## config.mk

```make
export PLATFORM = sky130hd
export DESIGN_NAME = ihs_out_fifo_flat
export DESIGN_NICKNAME = d
export VERILOG_FILES = /design/src/hw/rtl/ihs_pkg.sv /design/src/hw/rtl/ihs_out_if.sv /design/src/hw/rtl/ihs_out_fifo.sv /design/src/flat_wrapper.sv
export SDC_FILE = /design/constraint.sdc
export NUM_CORES = 1
export LEC_CHECK = 0
export ABC_AREA = 0
export CAP_MARGIN = 20
export CORE_MARGIN = 2
export CORE_UTILIZATION = 45
export DETAILED_ROUTE_END_ITERATION = 8
export DONT_BUFFER_PORTS = 1
export GPL_TIMING_DRIVEN = 0
export PLACE_DENSITY_LB_ADDON = 0.2
export SETUP_SLACK_MARGIN = 0.3
export SYNTH_ARGS = -nofsm -noshare
export SYNTH_HDL_FRONTEND = slang
export SYNTH_SLANG_ARGS = --single-unit
```

## constraint.sdc

```tcl
create_clock -name clk_i -period 4 [get_ports clk_i]
set_input_delay 0.2 -clock clk_i [delete_from_list [all_inputs] [get_ports clk_i]]
set_output_delay 0.2 -clock clk_i [all_outputs]
set_load 0.01 [all_outputs]
```

## src/hw/rtl/ihs_pkg.sv

```systemverilog
package ihs_pkg;

  localparam int unsigned SAMPLE_W          = 8;
  localparam int unsigned ROW_WIDTH_W       = 13;
  localparam int unsigned COMP_COUNT_W      = 3;
  localparam int unsigned CFG_IDX_W         = 1;
  localparam int unsigned CFG_DATA_W        = 13;
  localparam int unsigned DEF_MAX_WIDTH     = 4096;
  localparam int unsigned DEF_MAX_COMPONENTS = 4;
  localparam int unsigned FIFO_DEPTH        = 4;

  localparam logic [ROW_WIDTH_W-1:0]  RESET_ROW_WIDTH  = 13'd256;
  localparam logic [COMP_COUNT_W-1:0] RESET_COMP_COUNT = 3'd4;

  typedef enum logic [CFG_IDX_W-1:0] {
    CFG_ROW_WIDTH       = 1'b0,
    CFG_COMPONENT_COUNT = 1'b1
  } ihs_cfg_idx_e;

  // line store access issued by the front stage
  typedef struct packed {
    logic wr;
    logic rd;
    logic eor;
  } ihs_op_t;

endpackage

```

## src/hw/rtl/ihs_out_if.sv

```systemverilog
interface ihs_out_if
  import ihs_pkg::*;
();
  logic                valid;
  logic                ready;
  logic [SAMPLE_W-1:0] scaled_sample;
  logic                end_of_row;

  modport source (output valid, scaled_sample, end_of_row, input ready);
  modport sink   (input valid, scaled_sample, end_of_row, output ready);
endinterface

```

## src/hw/rtl/ihs_out_fifo.sv

```systemverilog
module ihs_out_fifo
  import ihs_pkg::*;
#(
  localparam int unsigned PW  = $clog2(FIFO_DEPTH),
  localparam int unsigned CNW = $clog2(FIFO_DEPTH + 1)
) (
  input  logic                clk_i,
  input  logic                rst_ni,
  input  logic                push_i,
  input  logic [SAMPLE_W-1:0] data_i,
  input  logic                eor_i,
  output logic [CNW-1:0]      count_o,
  ihs_out_if.source           out_o
);

  logic [SAMPLE_W-1:0] data_q [FIFO_DEPTH];
  logic                eor_q  [FIFO_DEPTH];
  logic [PW-1:0]       wr_ptr_q, rd_ptr_q;
  logic [CNW-1:0]      cnt_q, cnt_d;
  logic                pop;

  assign pop = out_o.valid && out_o.ready;

  always_comb begin
    cnt_d = cnt_q;
    if (push_i && !pop) begin
      cnt_d = cnt_q + CNW'(1);
    end else if (pop && !push_i) begin
      cnt_d = cnt_q - CNW'(1);
    end
  end

  always_ff @(posedge clk_i or negedge rst_ni) begin
    if (!rst_ni) begin
      wr_ptr_q <= '0;
      rd_ptr_q <= '0;
      cnt_q    <= '0;
    end else begin
      cnt_q <= cnt_d;
      if (push_i) begin
        wr_ptr_q <= wr_ptr_q + PW'(1);
      end
      if (pop) begin
        rd_ptr_q <= rd_ptr_q + PW'(1);
      end
    end
  end

  always_ff @(posedge clk_i) begin
    if (push_i) begin
      data_q[wr_ptr_q] <= data_i;
      eor_q[wr_ptr_q]  <= eor_i;
    end
  end

  assign out_o.valid         = (cnt_q != '0);
  assign out_o.scaled_sample = data_q[rd_ptr_q];
  assign out_o.end_of_row    = eor_q[rd_ptr_q];
  assign count_o             = cnt_q;

endmodule

```

## src/flat_wrapper.sv

```systemverilog
// flat-port wrapper written by rule: the top's interface ports become plain ports
module ihs_out_fifo_flat import ihs_pkg::*;
#(
  localparam int unsigned PW  = $clog2(FIFO_DEPTH),
  localparam int unsigned CNW = $clog2(FIFO_DEPTH + 1)
)
  (clk_i, rst_ni, push_i, data_i, eor_i, count_o, out_o_valid, out_o_scaled_sample, out_o_end_of_row, out_o_ready);
  ihs_out_if out_o_i ();
  input  logic clk_i;
  input  logic rst_ni;
  input  logic push_i;
  input  logic [SAMPLE_W-1:0] data_i;
  input  logic eor_i;
  output logic [CNW-1:0] count_o;
  output wire logic [$bits(out_o_i.valid)-1:0] out_o_valid;
  output wire logic [$bits(out_o_i.scaled_sample)-1:0] out_o_scaled_sample;
  output wire logic [$bits(out_o_i.end_of_row)-1:0] out_o_end_of_row;
  input wire logic [$bits(out_o_i.ready)-1:0] out_o_ready;
  assign out_o_valid = out_o_i.valid;
  assign out_o_scaled_sample = out_o_i.scaled_sample;
  assign out_o_end_of_row = out_o_i.end_of_row;
  assign out_o_i.ready = out_o_ready;
  ihs_out_fifo u_core (.clk_i(clk_i), .rst_ni(rst_ni), .push_i(push_i), .data_i(data_i), .eor_i(eor_i), .count_o(count_o), .out_o(out_o_i));
endmodule
```

==> metrics.md, run 1 <==
| Metric | Value |
|---|---|
| Initial antenna violation count | 0 |
| CP Cell Sequence | or3_4 -> nand2_1 -> ha_1 -> inv_1 -> fa_1 -> xor2_1 -> nor2_1 -> xor2_1 |
| Main flop type after synthesis | edfxtp_1 |
| Power Internal | ~900 uW |
| DR iter-0 viols | 15 |
| CP Data Arrival Time | 2.34 ns |
| Max_slew headroom | 0.666 |
| Top achievable clock speed | 469 MHz |
| Area delta synth->final | 14.8% |
| Peak VDD IR | 301 uV |
| N_diodes | 0 |
| Post-synth top area share | 0.638 |
| Vias in the first global route | roughly 810 |
| Crit path time final | between 2 and 2.5 ns |
| GP Congestion | 0.635 |
| Startpoint types | flip-flop |
| GRT Total Usage | 0.142 |
| I/O pins | 26 |
| Reg2reg setup slack | 1.87 ns |
| Clock tree buffer depth | 2 |
| Sequential fraction of the synthesis area | 0.742 |
| Slowest stage delay, CP | about 0.47 ns |
| Post-synth ARST share | 0.163 |
| Synthesized instance count | 80 |
| CTS tree | built |
| Post-synth EDFFs | 36 |
| Non-filler instance count after layout | 147 |
| Final Cell Area | roughly 0.002 sq mm |
| Top cell by count, worst path | xor2_1 |
| Req. time, crit path | 4.20 ns |
| Core Region | 0.00363 sq mm |
| 1st-pass router iterations | 2 |
| Sequential share of power | 0.509 |
| Yosys reg bits | 43 |
| Final hold violation count | 0 |
| GRT overflow | 0 |
| Bufs and invs on worst path | 1 |
| DP Area | approximately 0.0018 sq mm |
| Total power | between 1 and 1.5 mW |
| Crit Path Class | flip-flop to flip-flop |
| Fin crit share | 0.533 |
| Final setup TNS | 0 ns |
| Global-route wire length before repair | about 4000 microns |
| Initial Util | 0.466 |
| YS warnings | 0 |
| RSZ-0062 raised after global routing | false |
| Net Count, Synth | 99 |
| Largest net degree at the start of global routing | 13 |
| Die area | approximately 0.0043 sq mm |
| Routed WL | approximately 2500 microns |
| Dpl cells | roughly 130 |
| Setup violators final | 0 |
| Gate power share | 0.296 |
| Pwr Density | 664 mW/mm^2 |
| CP max stage cell | dfrtp_1 |
| Vias/cell | about 5.0 |
| Syn Area/Cell | between 20 and 25 sq um |
| Hold/Removal Path Class | input pin to flip-flop |
| NetSw | around 390 uW |
| Synth top area cells | edfxtp_1 64%, mux4_2 11%, dfrtp_1 10% |
| Netlist cell types | 18 |
| Worst slew pin tran | between 0.5 and 0.6 ns |
| DR DRC count | 0 |
| Clk_lat worst skew | around 0.29 ns |
| Core Rows | 22 |
| Fin Clk Skew | about 0.0050 ns |
| Final ANT Viol Nets | 0 |
| Clk root buf | clkbuf_8 |
| Status | finished, final reports clean |
| Die W | 65.4 microns |
| Fraction of layout cells with a size suffix above 1 | 0.182 |
| Clock power share | 0.196 |
| Sw Share | 0.303 |
| DR vias | ~730 |
| Die Span Y | 65.4 microns |
| Area leader, netlist | edfxtp_1 |
| CTS sink cnt | 43 |
| Worst-path clk slew | about 0.070 ns |
| Num CTS Buffers | 5 |
| Fin nets | around 120 |
| Input/output buffers | 0 |
| Max Cap Viol | 0 |
| Netlist Area Pre-Place | around 0.0017 sq mm |
| Critical path's top delay family | simple AND/OR/NAND/NOR gates |
| Leak | roughly 0.7 nW |
| Crit end category | flip-flop |
| Final Max Slew Viols | 0 |
| Post-DR wirelength/cell | 17.1 microns |
| H-tree depth | 2 |
| Critical Path Fanout Max | 4 |
| Post-layout utilization of the core | 0.535 |
-- cells by family (layout without fill, tap and decap cells) --
family,Yosys count,in the layout,synth area share
compound gates,1,1,0.00295
xor+xnor,6,6,0.0310
fa+ha+maj,6,6,0.0487
buf+inv,5,24,0.0162
flops,43,43,0.742
mux,10,10,0.129
simple gates,9,9,0.0310
-- through the flow --
stage | hold WS, ns | setup WS [ns]
after floorplan | -0.0956 | 1.99
after global placement | -0.0954 | 1.89
after detailed placement | -0.0954 | 1.87
after CTS | 0.00295 | 1.84
after global routing | 0.0221 | 1.68
final | 0.0125 | 1.87
-- final cells by class --
type,instances,area (sq um)
Multi-Input combinational cell,32,410
Buffer,2,16.3
Sequential cell,43,1260
Tap cell,48,60.1
Timing Repair Buffer,11,110
Fill cell,310,1690
Clock inverter,1,5.00
Inverter,3,11.3
Clock buffer,7,76.3
-- routing by layer --
metal  wire, microns  track usage  up-vias
met1            1080        0.164      366
met4              34       0.0781        0
met2            1260        0.222       18
met5               0            0        -
li1                -            -      344
met3             140       0.0634        4
-- synth_stat cells, types with 2 or more instances --
| library cell | count |
|---|---|
| and2_1 | 4 |
| xnor2_1 | 3 |
| inv_1 | 3 |
| dfrtp_1 | 7 |
| xor2_1 | 3 |
| edfxtp_1 | 36 |
| ha_1 | 5 |
| mux4_2 | 8 |
| nand2_1 | 2 |
-- cell usage in the layout (no fill, tap or decap), drive strengths merged, types with 2 or more instances in the layout --
cell,n
and2,4
buf,2
clkbuf,7
dfrtp,7
dlygate4sd3,11
edfxtp,36
ha,5
inv,3
mux4,9
nand2,2
xnor2,3
xor2,3
-- final timing paths --
path / start / endpoint / cells after the start
worst max-delay path: u_core.count_o[0]$_DFFE_PN0P_ / u_core.count_o[2]$_DFFE_PN0P_ / 8
worst min-delay path: push_i / u_core.wr_ptr_q[1]$_DFFE_PN0P_ / 1
worst max register to register: u_core.count_o[0]$_DFFE_PN0P_ / u_core.count_o[2]$_DFFE_PN0P_ / 8
worst min register to register: u_core.wr_ptr_q[0]$_DFFE_PN0P_ / u_core.wr_ptr_q[0]$_DFFE_PN0P_ / 1
max in group asynchronous: rst_ni / u_core.wr_ptr_q[1]$_DFFE_PN0P_ / 1
min in group asynchronous: rst_ni / u_core.count_o[1]$_DFFE_PN0P_ / 1
-- registers in the layout (all words and copies together), names as in the netlist --
name,flops
u_core.data_q,32
u_core.rd_ptr_q,2
u_core.wr_ptr_q,2
u_core.count_o,3
u_core.eor_q,4
-- what timing repair did --
item / in CTS / in global routing
hold buffers: 11 / 0
resized for setup: 0 / 0
hold endpoints to repair: 44 / 0
buffers inserted: 0 / 0
-- power by group through the flow --
stage               logic [mW]  clock network (mW)  registers [mW]
floorplan                0.313                   0           0.654
global placement         0.371                   0           0.662
detailed placement       0.380                   0           0.670
CTS                      0.395               0.265           0.660
global route             0.431               0.288           0.669
finish                   0.382               0.253           0.657
No activity file was read; power rests on OpenSTA's default activity.
==> run 2: changes to the inputs <==
- clock period: 4 -> 2.2 ns (I/O delays scaled with it)
==> run 2 against run 1 <==
  * Wire length grew 4.6%
  * Clock skew grew 0.0019 ns
  * Die area is the same
==> metrics.md, run 2 (synthesized netlist as in run 1, its figures left out) <==
| Metric | Value |
|---|---|
| Sequential share of power | 0.498 |
| RR Startpoint | u_core.count_o[2]$_DFFE_PN0P_ |
| Routed WL | between 2000 and 3000 microns |
| Pwr Density | about 1200 mW/mm^2 |
| Largest net degree at the start of global routing | 13 |
| DR iter-0 viols | 42 |
| Die area | about 0.0043 sq mm |
| Global-route wire length before repair | just over 4000 microns |
| Req. time, crit path | between 2 and 2.5 ns |
| Final setup TNS | 0 ns |
| Min-Delay Endpoint | u_core.count_o[0]$_DFFE_PN0P_ |
| H-tree depth | 2 |
| Num CTS Buffers | 5 |
| Clk_lat worst skew | ~0.29 ns |
| Bufs and invs on worst path | 1 |
| DP Area | about 0.0018 sq mm |
| Fin nets | 121 |
| Largest register FFs | 32 |
| Core Rows | 22 |
| I/O pins | 26 |
| R2R depth | 8 |
| Final Max Slew Viols | 0 |
| Sw Share | 0.303 |
| Die W | approximately 65 microns |
| Fin Clk Skew | between 0.006 and 0.007 ns |
| Crit end category | flip-flop |
| Slowest stage delay, CP | between 0.4 and 0.5 ns |
| Final ANT Viol Nets | 0 |
| Hold wc startpoint | push_i |
| Input/output buffers | 0 |
| Worst slew pin tran | 0.517 ns |
| CTS sink cnt | between 40 and 50 |
| DR vias | 773 |
| Post-layout utilization of the core | 0.552 |
| N_diodes | 0 |
| Die Span Y | between 60 and 70 microns |
| Vias/cell | 5.12 |
| Crit path time final | between 1.5 and 2 ns |
| Leak | around 0.70 nW |
| Post-DR wirelength/cell | between 15 and 20 microns |
| Critical path's top delay family | simple AND/OR/NAND/NOR gates |
| FF-to-FF End | u_core.count_o[2]$_DFFE_PN0P_ |
| Clk root buf | clkbuf_8 |
| Critical Path Fanout Max | 3 |
| Initial antenna violation count | 0 |
| Reg2reg setup slack | slightly above 0.2 ns |
| Initial Util | 0.466 |
| GP Congestion | between 0.6 and 0.7 |
| Worst hold path depth | 2 |
| Status | finished, final reports clean |
| Power Internal | around 1.7 mW |
| Commonest non-fill, non-tap cells in the layout | 36 x edfxtp_1, 12 x dlygate4sd3_1, 8 x mux4_2 |
| CTS tree | built |
| Setup WS post-layout | between 0.2 and 0.25 ns |
| Clock tree buffer depth | 2 |
| Gate power share | 0.309 |
| Clock power share | 0.193 |
| NetSw | roughly 730 uW |
| Worst-path clk slew | about 0.070 ns |
| Non-filler instance count after layout | ~150 |
| GRT overflow | 0 |
| Core Region | 0.00363 sq mm |
| Max Cap Viol | 0 |
| Fraction of layout cells with a size suffix above 1 | 0.262 |
| 1st-pass router iterations | 4 |
| Final Cell Area | 0.00201 sq mm |
| Peak VDD IR | 585 uV |
| Fillers | slightly below 300 |
| Top achievable clock speed | 501 MHz |
| Max_slew headroom | 0.655 |
| DR DRC count | 0 |
| CP Data Arrival Time | about 2.2 ns |
| Area delta synth->final | 18.5% |
| Hold/Removal Path Class | input pin to flip-flop |
| Place WS | 0.184 ns |
| Startpoint types | flip-flop |
| Fin crit share | 0.908 |
| Most common cell after layout, fill and taps aside | edfxtp_1 |
| CP Cell Sequence | or3_4 -> nand2_4 -> ha_4 -> inv_2 -> fa_2 -> xor2_1 -> nor2_1 -> xor2_1 |
| Largest Register | u_core.data_q |
| Vias in the first global route | around 820 |
| GRT Total Usage | 0.140 |
| Setup violators final | 0 |
| Top cell by count, worst path | xor2_1 |
| CP max stage cell | dfrtp_2 |
| Dpl cells | roughly 130 |
| Final hold violation count | 0 |
| RSZ-0062 raised after global routing | true |
| Crit Path Class | flip-flop to flip-flop |
-- run 2: through the flow --
stage	total power [mW]	hold WS [ns]
floorplan	1.78	-0.186
global placement	1.90	-0.185
detailed placement	1.93	-0.185
CTS	2.45	0.0345
global route	2.57	0.0326
finish	2.41	0.0426
-- run 2: power by group through the flow --
stage / sequential (mW) / combinational, mW / clock, mW
after floorplan: 1.19 / 0.584 / 0
after global placement: 1.21 / 0.692 / 0
after detailed placement: 1.22 / 0.711 / 0
after CTS: 1.21 / 0.764 / 0.481
after global routing: 1.22 / 0.827 / 0.520
final: 1.20 / 0.746 / 0.464
-- run 2: worst reg2reg max path: stages (launching register included) --
cell and delay [ns]:
dfrtp_2 0.45, or3_4 0.44, nand2_4 0.09, ha_4 0.12, inv_2 0.03, fa_2 0.32
xor2_1 0.14, nor2_1 0.14, xor2_1 0.17
-- run 2: worst max-delay path by stage --
stage | slack (ns) | depth (start not counted) | from | endpoint
3_5_place_dp | 0.18 | 8 | u_core.count_o[2]$_DFFE_PN0P_ | u_core.count_o[2]$_DFFE_PN0P_
4_1_cts | 0.21 | 8 | u_core.count_o[2]$_DFFE_PN0P_ | u_core.count_o[2]$_DFFE_PN0P_
6_report | 0.20 | 8 | u_core.count_o[2]$_DFFE_PN0P_ | u_core.count_o[2]$_DFFE_PN0P_
2_1_floorplan | 0.31 | 8 | u_core.count_o[0]$_DFFE_PN0P_ | u_core.count_o[2]$_DFFE_PN0P_
5_1_grt | 0.12 | 8 | u_core.count_o[2]$_DFFE_PN0P_ | u_core.count_o[2]$_DFFE_PN0P_
3_3_place_gp | 0.25 | 8 | u_core.count_o[2]$_DFFE_PN0P_ | u_core.count_o[2]$_DFFE_PN0P_
-- run 2: routing by layer --
metal / GRT usage / up-vias / wire length (microns)
met1: 0.168 / 394 / 1100
met5: 0 / - / 0
met2: 0.213 / 19 / 1330
met3: 0.0634 / 7 / 132
li1: - / 353 / -
met4: 0.0703 / 0 / 58
-- run 2: layout make-up --
cell class	instances	area [sq um]	area share
Sequential cell	43	1260	0.627
Multi-Input combinational cell	32	437	0.218
Timing Repair Buffer	15	143	0.0711
Clock buffer	7	76.3	0.0380
Tap cell	48	60.1	0.0299
Buffer	2	16.3	0.00810
Inverter	3	11.3	0.00561
Clock inverter	1	5.00	0.00249
-- run 2: repair_timing --
action                     4_1_cts  5_1_grt
setup endpoints to repair        2        2
hold endpoints to repair        46        0
cloned                           0        0
pin swaps                        1        0
gates resized for setup          3        0
buffers inserted                 2        1
hold buffers                    12        0
