`src/hw/rtl/ihs_pkg.sv`:
```
package ihs_pkg;

  localparam int unsigned SAMPLE_W          = 8;
  localparam int unsigned ROW_WIDTH_W       = 13;
  localparam int unsigned COMP_COUNT_W      = 3;
  localparam int unsigned CFG_IDX_W         = 1;
  localparam int unsigned CFG_DATA_W        = 13;
  localparam int unsigned DEF_MAX_WIDTH     = 4096;
  localparam int unsigned DEF_MAX_COMPONENTS = 4;
  localparam int unsigned FIFO_DEPTH        = 4;

  localparam logic [ROW_WIDTH_W-1:0]  RESET_ROW_WIDTH  = 13'd256;
  localparam logic [COMP_COUNT_W-1:0] RESET_COMP_COUNT = 3'd4;

  typedef enum logic [CFG_IDX_W-1:0] {
    CFG_ROW_WIDTH       = 1'b0,
    CFG_COMPONENT_COUNT = 1'b1
  } ihs_cfg_idx_e;

  // line store access issued by the front stage
  typedef struct packed {
    logic wr;
    logic rd;
    logic eor;
  } ihs_op_t;

endpackage

```
`src/hw/rtl/ihs_front.sv`:
```
module ihs_front
  import ihs_pkg::*;
#(
  parameter int unsigned MAX_WIDTH      = DEF_MAX_WIDTH,
  parameter int unsigned MAX_COMPONENTS = DEF_MAX_COMPONENTS,
  localparam int unsigned DEPTH = MAX_WIDTH / 2 * MAX_COMPONENTS,
  localparam int unsigned AW    = (DEPTH > 1) ? $clog2(DEPTH) : 1
) (
  input  logic                    clk_i,
  input  logic                    rst_ni,
  input  logic                    acc_i,
  input  logic [SAMPLE_W-1:0]     sample_i,
  input  logic                    sof_i,
  input  logic [ROW_WIDTH_W-1:0]  row_width_i,
  input  logic [COMP_COUNT_W-1:0] comp_count_i,
  output ihs_op_t                 op_o,
  output logic [AW-1:0]           idx_o,
  output logic [SAMPLE_W-1:0]     avg_o
);

  localparam int unsigned CPW = (MAX_COMPONENTS > 1) ? $clog2(MAX_COMPONENTS) : 1;
  localparam int unsigned CLW = $clog2(MAX_WIDTH);
  localparam int unsigned WW  = $clog2(MAX_WIDTH + 1);
  localparam int unsigned EW  = (WW > ROW_WIDTH_W) ? WW : ROW_WIDTH_W;

  logic [CLW-1:0]          col_q, col_d, col1;
  logic [CPW-1:0]          comp_q, comp_d, comp1;
  logic                    ph_q, ph_d, ph1;
  logic                    par_q, par_d, par1;
  logic [SAMPLE_W-1:0]     hold_q [MAX_COMPONENTS];

  logic [EW-1:0]           w_clip;
  logic [WW-1:0]           w_eff, col_inc;
  logic [COMP_COUNT_W-1:0] c_eff, comp_inc;
  logic [SAMPLE_W:0]       pair_sum;
  logic [AW-1:0]           half_col, idx;

  ihs_op_t                 op_d, op_q;
  logic [AW-1:0]           idx_q;
  logic [SAMPLE_W-1:0]     avg_q;

  always_comb begin
    w_clip = EW'(row_width_i);
    if (w_clip > EW'(MAX_WIDTH)) begin
      w_clip = EW'(MAX_WIDTH);
    end
    w_clip[0] = 1'b0;
    w_eff = (w_clip < EW'(2)) ? WW'(2) : WW'(w_clip);

    c_eff = comp_count_i;
    if (c_eff == '0) begin
      c_eff = COMP_COUNT_W'(1);
    end else if (c_eff > COMP_COUNT_W'(MAX_COMPONENTS)) begin
      c_eff = COMP_COUNT_W'(MAX_COMPONENTS);
    end
  end

  always_comb begin
    col1 = sof_i ? '0 : col_q;
    comp1 = sof_i ? '0 : comp_q;
    ph1  = sof_i ? 1'b0 : ph_q;
    par1 = sof_i ? 1'b0 : par_q;
    if (WW'(col1) >= w_eff) begin
      col1 = '0;
      ph1  = 1'b0;
    end
    if (COMP_COUNT_W'(comp1) >= c_eff) begin
      comp1 = '0;
    end

    pair_sum = {1'b0, hold_q[comp1]} + {1'b0, sample_i};
    half_col = AW'(col1 >> 1);
    idx      = AW'(half_col * AW'(c_eff)) + AW'(comp1);

    op_d.wr  = ph1 && !par1;
    op_d.rd  = ph1 && par1;
    op_d.eor = (WW'(col1) == w_eff - WW'(1)) &&
               (COMP_COUNT_W'(comp1) == c_eff - COMP_COUNT_W'(1));

    col_d    = col1;
    comp_d   = comp1;
    ph_d     = ph1;
    par_d    = par1;
    col_inc  = WW'(col1) + WW'(1);
    comp_inc = COMP_COUNT_W'(comp1) + COMP_COUNT_W'(1);
    if (comp_inc >= c_eff) begin
      comp_d = '0;
      col_d  = CLW'(col_inc);
      ph_d   = !ph1;
      if (col_inc >= w_eff) begin
        col_d = '0;
        ph_d  = 1'b0;
        par_d = !par1;
      end
    end else begin
      comp_d = CPW'(comp_inc);
    end
  end

  always_ff @(posedge clk_i or negedge rst_ni) begin
    if (!rst_ni) begin
      col_q  <= '0;
      comp_q <= '0;
      ph_q   <= 1'b0;
      par_q  <= 1'b0;
      op_q   <= '0;
    end else begin
      if (acc_i) begin
        col_q  <= col_d;
        comp_q <= comp_d;
        ph_q   <= ph_d;
        par_q  <= par_d;
        op_q   <= op_d;
      end else begin
        op_q <= '0;
      end
    end
  end

  always_ff @(posedge clk_i) begin
    if (acc_i && !ph1) begin
      hold_q[comp1] <= sample_i;
    end
    if (acc_i) begin
      idx_q <= idx;
      avg_q <= pair_sum[SAMPLE_W:1];
    end
  end

  assign op_o  = op_q;
  assign idx_o = idx_q;
  assign avg_o = avg_q;

endmodule

```
`config.mk`:
```
export PLATFORM = sky130hd
export DESIGN_NAME = ihs_front
export DESIGN_NICKNAME = d
export VERILOG_FILES = /design/src/hw/rtl/ihs_pkg.sv /design/src/hw/rtl/ihs_front.sv
export SDC_FILE = /design/constraint.sdc
export NUM_CORES = 1
export LEC_CHECK = 0
export ABC_CLOCK_PERIOD_IN_PS = 9350
export BUFFER_PORTS_ARGS = -buffer_cell sky130_fd_sc_hd__buf_2
export CAP_MARGIN = 30
export CORE_ASPECT_RATIO = 0.6
export CORE_UTILIZATION = 43
export DETAILED_ROUTE_END_ITERATION = 8
export PLACE_DENSITY = 0.61
export RECOVER_POWER = 25
export SLEW_MARGIN = 20
export SYNTH_ARGS = -nofsm -noshare
export SYNTH_HDL_FRONTEND = slang
export SYNTH_SLANG_ARGS = --single-unit
```
`constraint.sdc`:
```
create_clock -name clk_i -period 9.35 [get_ports clk_i]
set_input_delay 2.3375 -clock clk_i [delete_from_list [all_inputs] [get_ports clk_i]]
set_output_delay 2.3375 -clock clk_i [all_outputs]
set_load 0.02 [all_outputs]
```
==> qor.txt, run 1 <==
Critical R2R Capture = col_q[9]$_DFFE_PN0P_
Largest net degree at the start of global routing = 49
Remaining antenna violation count = 0
Top cell type's share of synthesized area = 26.5%
Drt wl/cell = 19.1 um
Grt ovf = 0
HPWL Detailed = 12.7 mm
Netlist cell types = 84
TritonCTS Buffers = 9
CTS root buf = clkbuf_16
Ports = 52
Vias in the first global route = 4654
Largest family of logic cells by synthesized area = simple AND/OR/NAND/NOR gates
DRC viols = 0
Core footprint = 0.0136 mm2
Clock Latency Late Sink = 340 ps
Post-CTS Setup Bufs = 0
Mux contribution to synthesized area = 2.19%
Worst r2r path cells = 21
Fillers = 1281
Antenna violations before repair = 0
Flop2flop setup slack = 3310 ps
Final WL = 16.1 mm
Post-synth ARST share = 26.4%
Drt via density = 5.76
Hold Path Stages = 1
DIE AREA = 0.0145 mm2
Max-Cap Viols = 0
Yosys top cell by area = edfxtp_1
PD cells = 177 mW/mm2
GRT Overall Usage = 23.7%
Worst setup SP type = input pin
Number of flops mapped to enable cells by yosys = 53
Non-Filler Instances = 846
Register bit total from synthesis = 72
Synth Area in Compound Gates = 17.2%
H-tree depth = 3
R2R Path Start = col_q[4]$_DFFE_PN0P_
Final worst-path cycle share = 86.1%
1st-iter DRT viols = 348
Most frequent cells in the layout = ha_1, edfxtp_1, nor2_1
Hold Crit Class = flop to flop
# diodes = 0
Slew HR = 17.3%
Cells after Synth = 618
Post-cts resize count = 0
Ranking of synthesized cells by area = edfxtp_1, ha_1, dfrtp_1
Inst Count DP = 830
Hold EP = comp_q[0]$_DFFE_PN0P_
Footprint of the multi-input gates = 0.00371 mm2
Final setup TNS = 0 ps
Post-CTS Hold Buffers = 0
Net count after synthesis = 724
Post-synthesis sequential area ratio = 34.4%
Max Slew Vio Count = 0
P&R area growth vs syn = 11.6%
Status = finished, final reports clean
Crit-path max FO = 22
Crit. End Element = flop
Post-synthesis xor/xnor area fraction = 5.25%
Layout cells sized above 1 = 13.6%
Clk pin slew, worst setup/hold paths = 60 ps
Register Area = 0.00207 mm2
Iteration count of the initial detailed-routing pass = 5
CP Data Required Time = 9580 ps
Count of final hold-check violations = 0
Syn avg cell area = 9.72 um2
Leak = 0.00286 uW
Total Power = 1190 uW
Synth Flop Type = edfxtp_1
CP arrival = 8270 ps
Syn. warnings = 0
Mapped Area = 0.00601 mm2
Worst Max-Slew Pin Slew = 1240 ps
CTS Sinks = 72
Core Rows = 33
Most common cell after layout, fill and taps aside = ha_1
Placer congestion estimate = 0.946
Nets = 772
CTS Buffer Depth = 2
Via count = 4876
Simple logic cell fraction of the synthesized area = 19.6%
RSZ-0062 raised after global routing = false
Tmin final = 8050 ps
PortBufs = 51
Final count of negative-setup-slack endpoints = 0
HP Start = comp_q[0]$_DFFE_PN0P_
Peak supply drop = 0.000100 V
Max Freq = 124 MHz
WS Path Type = input pin to flop
Adder-Cell Fraction of Synth Area = 17.6%
Die Y-Extent = 93.6 um
Starting Density = 44.1%
Setup Skew = 6.21 ps
Chip width = 155 um
Global-route wire length before repair = 25.8 mm
TritonCTS clock tree = yes
layer usage:
layer / track usage, % / routed length, um / vias to the layer above
met5: 0 / 0 / -
met4: 4.37 / 125 / 0
met3: 7.41 / 1560 / 12
met2: 31.2 / 5990 / 185
met1: 37.0 / 8440 / 2303
li1: - / - / 2376
sequential cells by signal, summed over array words and instances, names as in the netlist:
signal  cells
op_o        3
par_q       1
comp_q      2
avg_o       8
col_q      12
hold_q     32
idx_o      13
ph_q        1
per-stage QoR:
stage / hold slack (ps) / setup WS [ps] / instance area [um2] / utilization, %
2_1_floorplan: 473 / 2430 / 6010 / -
3_3_place_gp: 482 / 1300 / 6420 / 47.1
3_5_place_dp: 493 / 1090 / 6420 / 47.1
4_1_cts: 508 / 1430 / 6720 / 49.3
5_1_grt: 548 / 950 / 6710 / 49.2
6_report: 511 / 1300 / 6710 / 49.2
final cells by class:
class	instances	area share [%]
timing repair buffer	54	3.97
clock buffer	9	3.36
tap	175	3.26
clock inverter	7	1.06
multi-input combinational	490	55.4
inverter	39	2.18
sequential	72	30.8
how the worst max path moves through the flow:
stage                           end  slack, ps             from  cells past startpoint
3_5_place_dp   col_q[9]$_DFFE_PN0P_       1090  row_width_i[12]                     22
6_report       col_q[9]$_DFFE_PN0P_       1300  row_width_i[12]                     22
4_1_cts        col_q[9]$_DFFE_PN0P_       1430  row_width_i[12]                     22
5_1_grt        col_q[9]$_DFFE_PN0P_        950  row_width_i[12]                     22
3_3_place_gp   col_q[9]$_DFFE_PN0P_       1300  row_width_i[12]                     22
2_1_floorplan  col_q[9]$_DFFE_PN0P_       2430   row_width_i[7]                     23
worst max-delay path: stages:
cell	delay (ps)
buf_2	270
clkinv_1	330
nand2_1	290
ha_1	270
o21a_1	170
o21ai_0	440
o21bai_4	170
a21oi_4	550
and2_1	240
ha_1	300
and2_1	190
and4_1	260
xnor2_1	150
nor2_1	70
ha_1	340
a22o_1	230
nor4_1	170
a211oi_1	80
a311o_1	400
a31oi_2	530
nand3_1	180
o31ai_1	290
cell families (layout without fill, tap and decap cells):
logic type / count (synthesis) / after routing
AND/OR/NAND/NOR: 226 / 226
AO/OA/AOI/OAI: 137 / 137
adder cells (fa/ha/maj): 78 / 78
flip-flops: 72 / 72
buffers and inverters: 56 / 109
XOR/XNOR: 36 / 36
multiplexers: 13 / 13
cells in the mapped netlist (all sizes together) (4+ instances only):
master,instances
ha,67
buf,8
nor4,7
dfrtp,19
xor2,12
nand2,46
nor2,50
o211ai,5
o21bai,5
a21boi,5
a211oi,15
nand3,22
o21a,7
mux2i,12
nor2b,16
o31ai,6
a31oi,10
nand2b,14
and2,15
a21oi,32
or2,4
edfxtp,53
or3,5
xnor2,24
nor3,22
clkbuf,9
inv,36
and3,12
fa,11
o21ai,23
power by group:
part | internal, uW | total, uW | switching [uW] | leakage, uW
sequential | 400 | 436 | 36.3 | 0.000750
clock | 188 | 342 | 154 | 0.000146
combinational | 153 | 412 | 259 | 0.00197
No activity file was read; power rests on OpenSTA's default activity.
==> inputs of run 2 (changes only) <==
Settings changed: ABC_AREA from default to 1.
==> run 2 against run 1 <==
  * The run now ends with DRC left
  * First-iteration DRC count rose by 18%
  * Cell count up 11%
  * Die area down 2.4%
  * Register-to-register slack improved by 820 ps
  * Non-clock buffer count decreased by 1
  * Wire length is 9.8% lower
  * Synthesized cell count increased by 15%
  * Setup slack improved by 480 ps
  * Power fell by 6.6%
  * Sequential cell count unchanged
  * Utilization up 0.96 points
  * Final area shrank 2.3%
==> qor.txt, run 2 <==
Final WL = 14.5 mm (was 16.1 mm)
H-tree depth = 3 (unchanged)
Crit-path max FO = 20 (was 22)
Worst setup SP type = input pin (unchanged)
PortBufs = 51 (unchanged)
Final count of negative-setup-slack endpoints = 0 (unchanged)
Starting Density = 44.9% (was 44.1%)
Post-synth ARST share = 26.4% (unchanged)
Post-CTS Setup Bufs = 0 (unchanged)
Register bit total from synthesis = 72 (unchanged)
Number of flops mapped to enable cells by yosys = 53 (unchanged)
Syn avg cell area = 8.25 um2 (was 9.72 um2)
RSZ-0062 raised after global routing = false (unchanged)
Antenna violations before repair = 0 (unchanged)
Mapped Area = 0.00587 mm2 (was 0.00601 mm2)
Top cell type's share of synthesized area = 27.1% (was 26.5%)
Largest net degree at the start of global routing = 38 (was 49)
Count of final hold-check violations = 0 (unchanged)
Net count after synthesis = 817 (was 724)
Total Power = 1110 uW (was 1190 uW)
Vias in the first global route = 4658 (was 4654)
Failing checks = DRC
Drt wl/cell = 15.5 um (was 19.1 um)
Iteration count of the initial detailed-routing pass = 9 (was 5)
CP Data Required Time = 9430 ps (was 9580 ps)
Slowest stage delay, CP = 550 ps (about the same)
P&R area growth vs syn = 11.7% (was 11.6%)
Most common cell after layout, fill and taps aside = nand2_1 (was ha_1)
Grt ovf = 0 (unchanged)
Register Area = 0.00207 mm2 (unchanged)
CTS Buffer Depth = 2 (unchanged)
Hold Crit Class = flop to flop (unchanged)
Cells after Synth = 711 (was 618)
Setup Skew = 9.62 ps (was 6.21 ps)
PD cells = 170 mW/mm2 (was 177 mW/mm2)
Drt via density = 5.36 (was 5.76)
Placer congestion estimate = 0.921 (was 0.946)
Global-route wire length before repair = 23.6 mm (was 25.8 mm)
Syn. warnings = 0 (unchanged)
DRC viols = 2 (was 0)
Via count = 5025 (was 4876)
Final worst-path cycle share = 81.0% (was 86.1%)
Max Slew Vio Count = 0 (unchanged)
Max Freq = 132 MHz (was 124 MHz)
CP arrival = 7650 ps (was 8270 ps)
Crit. End Element = flop (unchanged)
Post-CTS Hold Buffers = 0 (unchanged)
Chip width = 153 um (was 155 um)
GRT Overall Usage = 21.5% (was 23.7%)
Synth Flop Type = edfxtp_1 (unchanged)
Netlist cell types = 49 (was 84)
Status = finished with violations (was finished, final reports clean)
Peak supply drop = 0.0000817 V (was 0.000100 V)
TritonCTS Buffers = 9 (unchanged)
Post-cts resize count = 0 (unchanged)
Slew HR = 20.1% (was 17.3%)
Core footprint = 0.0131 mm2 (was 0.0136 mm2)
# diodes = 0 (unchanged)
Synth cell count leaders = nand2_1, nor2_1, inv_1 (was ha_1, edfxtp_1, nor2_1)
1st-iter DRT viols = 411 (was 348)
Clock Latency Late Sink = 340 ps (about the same)
Slowest stage cell, crit path = fa_1 (was a21oi_4)
Biggest register = hold_q (unchanged)
DIE AREA = 0.0141 mm2 (was 0.0145 mm2)
Final setup TNS = 0 ps (unchanged)
TritonCTS clock tree = yes (unchanged)
Crit path top cell by count = nand2_1 (was ha_1)
Layout cells sized above 1 = 12.9% (was 13.6%)
CTS root buf = clkbuf_16 (unchanged)
Footprint of the multi-input gates = 0.00337 mm2 (was 0.00371 mm2)
Core Rows = 32 (was 33)
Die Y-Extent = 92.5 um (was 93.6 um)
Worst Max-Slew Pin Slew = 1200 ps (was 1240 ps)
CTS Sinks = 72 (unchanged)
Fillers = 1217 (was 1281)
Post-synthesis sequential area ratio = 35.2% (was 34.4%)
Clk pin slew, worst setup/hold paths = 60 ps (about the same)
Max FFs per register = 32 (unchanged)
Count leader, synth = nand2_1 (was ha_1)
Nets = 869 (was 772)
HPWL Detailed = 11.4 mm (was 12.7 mm)
Leak = 0.00314 uW (was 0.00286 uW)
Flop2flop setup slack = 4130 ps (was 3310 ps)
WS Path Type = input pin to flop (unchanged)
Remaining antenna violation count = 0 (unchanged)
Ranking of synthesized cells by area = edfxtp_1, ha_1, dfrtp_1 (unchanged)
Yosys top cell by area = edfxtp_1 (unchanged)
Tmin final = 7570 ps (was 8050 ps)
Most frequent cells in the layout = nand2_1, nor2_1, inv_1 (was ha_1, edfxtp_1, nor2_1)
Ports = 52 (unchanged)
Max-Cap Viols = 0 (unchanged)
## run 2: per-layer routing
layer | track usage, % | share of wire (%) | vias up
met3 | 5.43 | 8.0 | 6
met5 | 0 | 0 | -
li1 | - | - | 2509
met2 | 30.6 | 40 | 188
met1 | 32.3 | 52 | 2322
met4 | 4.88 | 0.36 | 0
## run 2: cell families after synthesis
| kind of cell | after synthesis | share of synthesized area (%) |
|---|---|---|
| flip-flops | 72 | 35.2 |
| buffers and inverters | 105 | 7.27 |
| XOR/XNOR | 26 | 3.88 |
| AND/OR/NAND/NOR | 322 | 25.4 |
| adder cells (fa/ha/maj) | 78 | 18.0 |
| AO/OA/AOI/OAI | 108 | 10.2 |
## run 2: path summary, 6_finish.rpt
| path | startpoint | to | cells after the start |
|---|---|---|---|
| max in group asynchronous | rst_ni | col_q[1]$_DFFE_PN0P_ | 1 |
| worst max-delay path | row_width_i[11] | idx_o[12]$_DFFE_PP_ | 32 |
| worst min register to register | par_q$_DFFE_PN0P_ | op_o[2]$_DFF_PN0_ | 1 |
| worst max register to register | col_q[2]$_DFFE_PN0P_ | idx_o[12]$_DFFE_PP_ | 25 |
| min in group asynchronous | rst_ni | col_q[11]$_DFFE_PN0P_ | 1 |
| worst min-delay path | par_q$_DFFE_PN0P_ | op_o[2]$_DFF_PN0_ | 1 |
## run 2: metrics by stage
stage	util (%)	hold slack, ps	setup WS [ps]	instance area, um2	cells
6_report	50.2	455	1780	6550	938
5_1_grt	50.2	497	1250	6550	938
4_1_cts	50.3	463	1880	6560	938
3_5_place_dp	48.1	467	1530	6270	922
3_3_place_gp	48.1	445	1670	6270	922
2_1_floorplan	-	419	2630	5870	711
## run 2: cell type report
type,count,share of cell area (%)
clock inverter,7,0.936
timing repair buffer,53,3.99
sequential,72,31.5
clock buffer,9,3.44
multi-input combinational,534,51.5
inverter,93,5.38
tap,170,3.25
## run 2: critical path, delay by kind of cell
kind / cells / cell delay (ps)
XOR/XNOR: 1 / 80
AO/OA/AOI/OAI: 6 / 1050
adder cells (fa/ha/maj): 4 / 1520
AND/OR/NAND/NOR: 17 / 2010
buffers and inverters: 4 / 630
## run 2: power breakdown
part	switching (uW)	leakage [uW]	internal [uW]
clock network	147	0.000135	185
registers	12.9	0.000745	392
logic	253	0.00227	121
total	413	0.00314	698
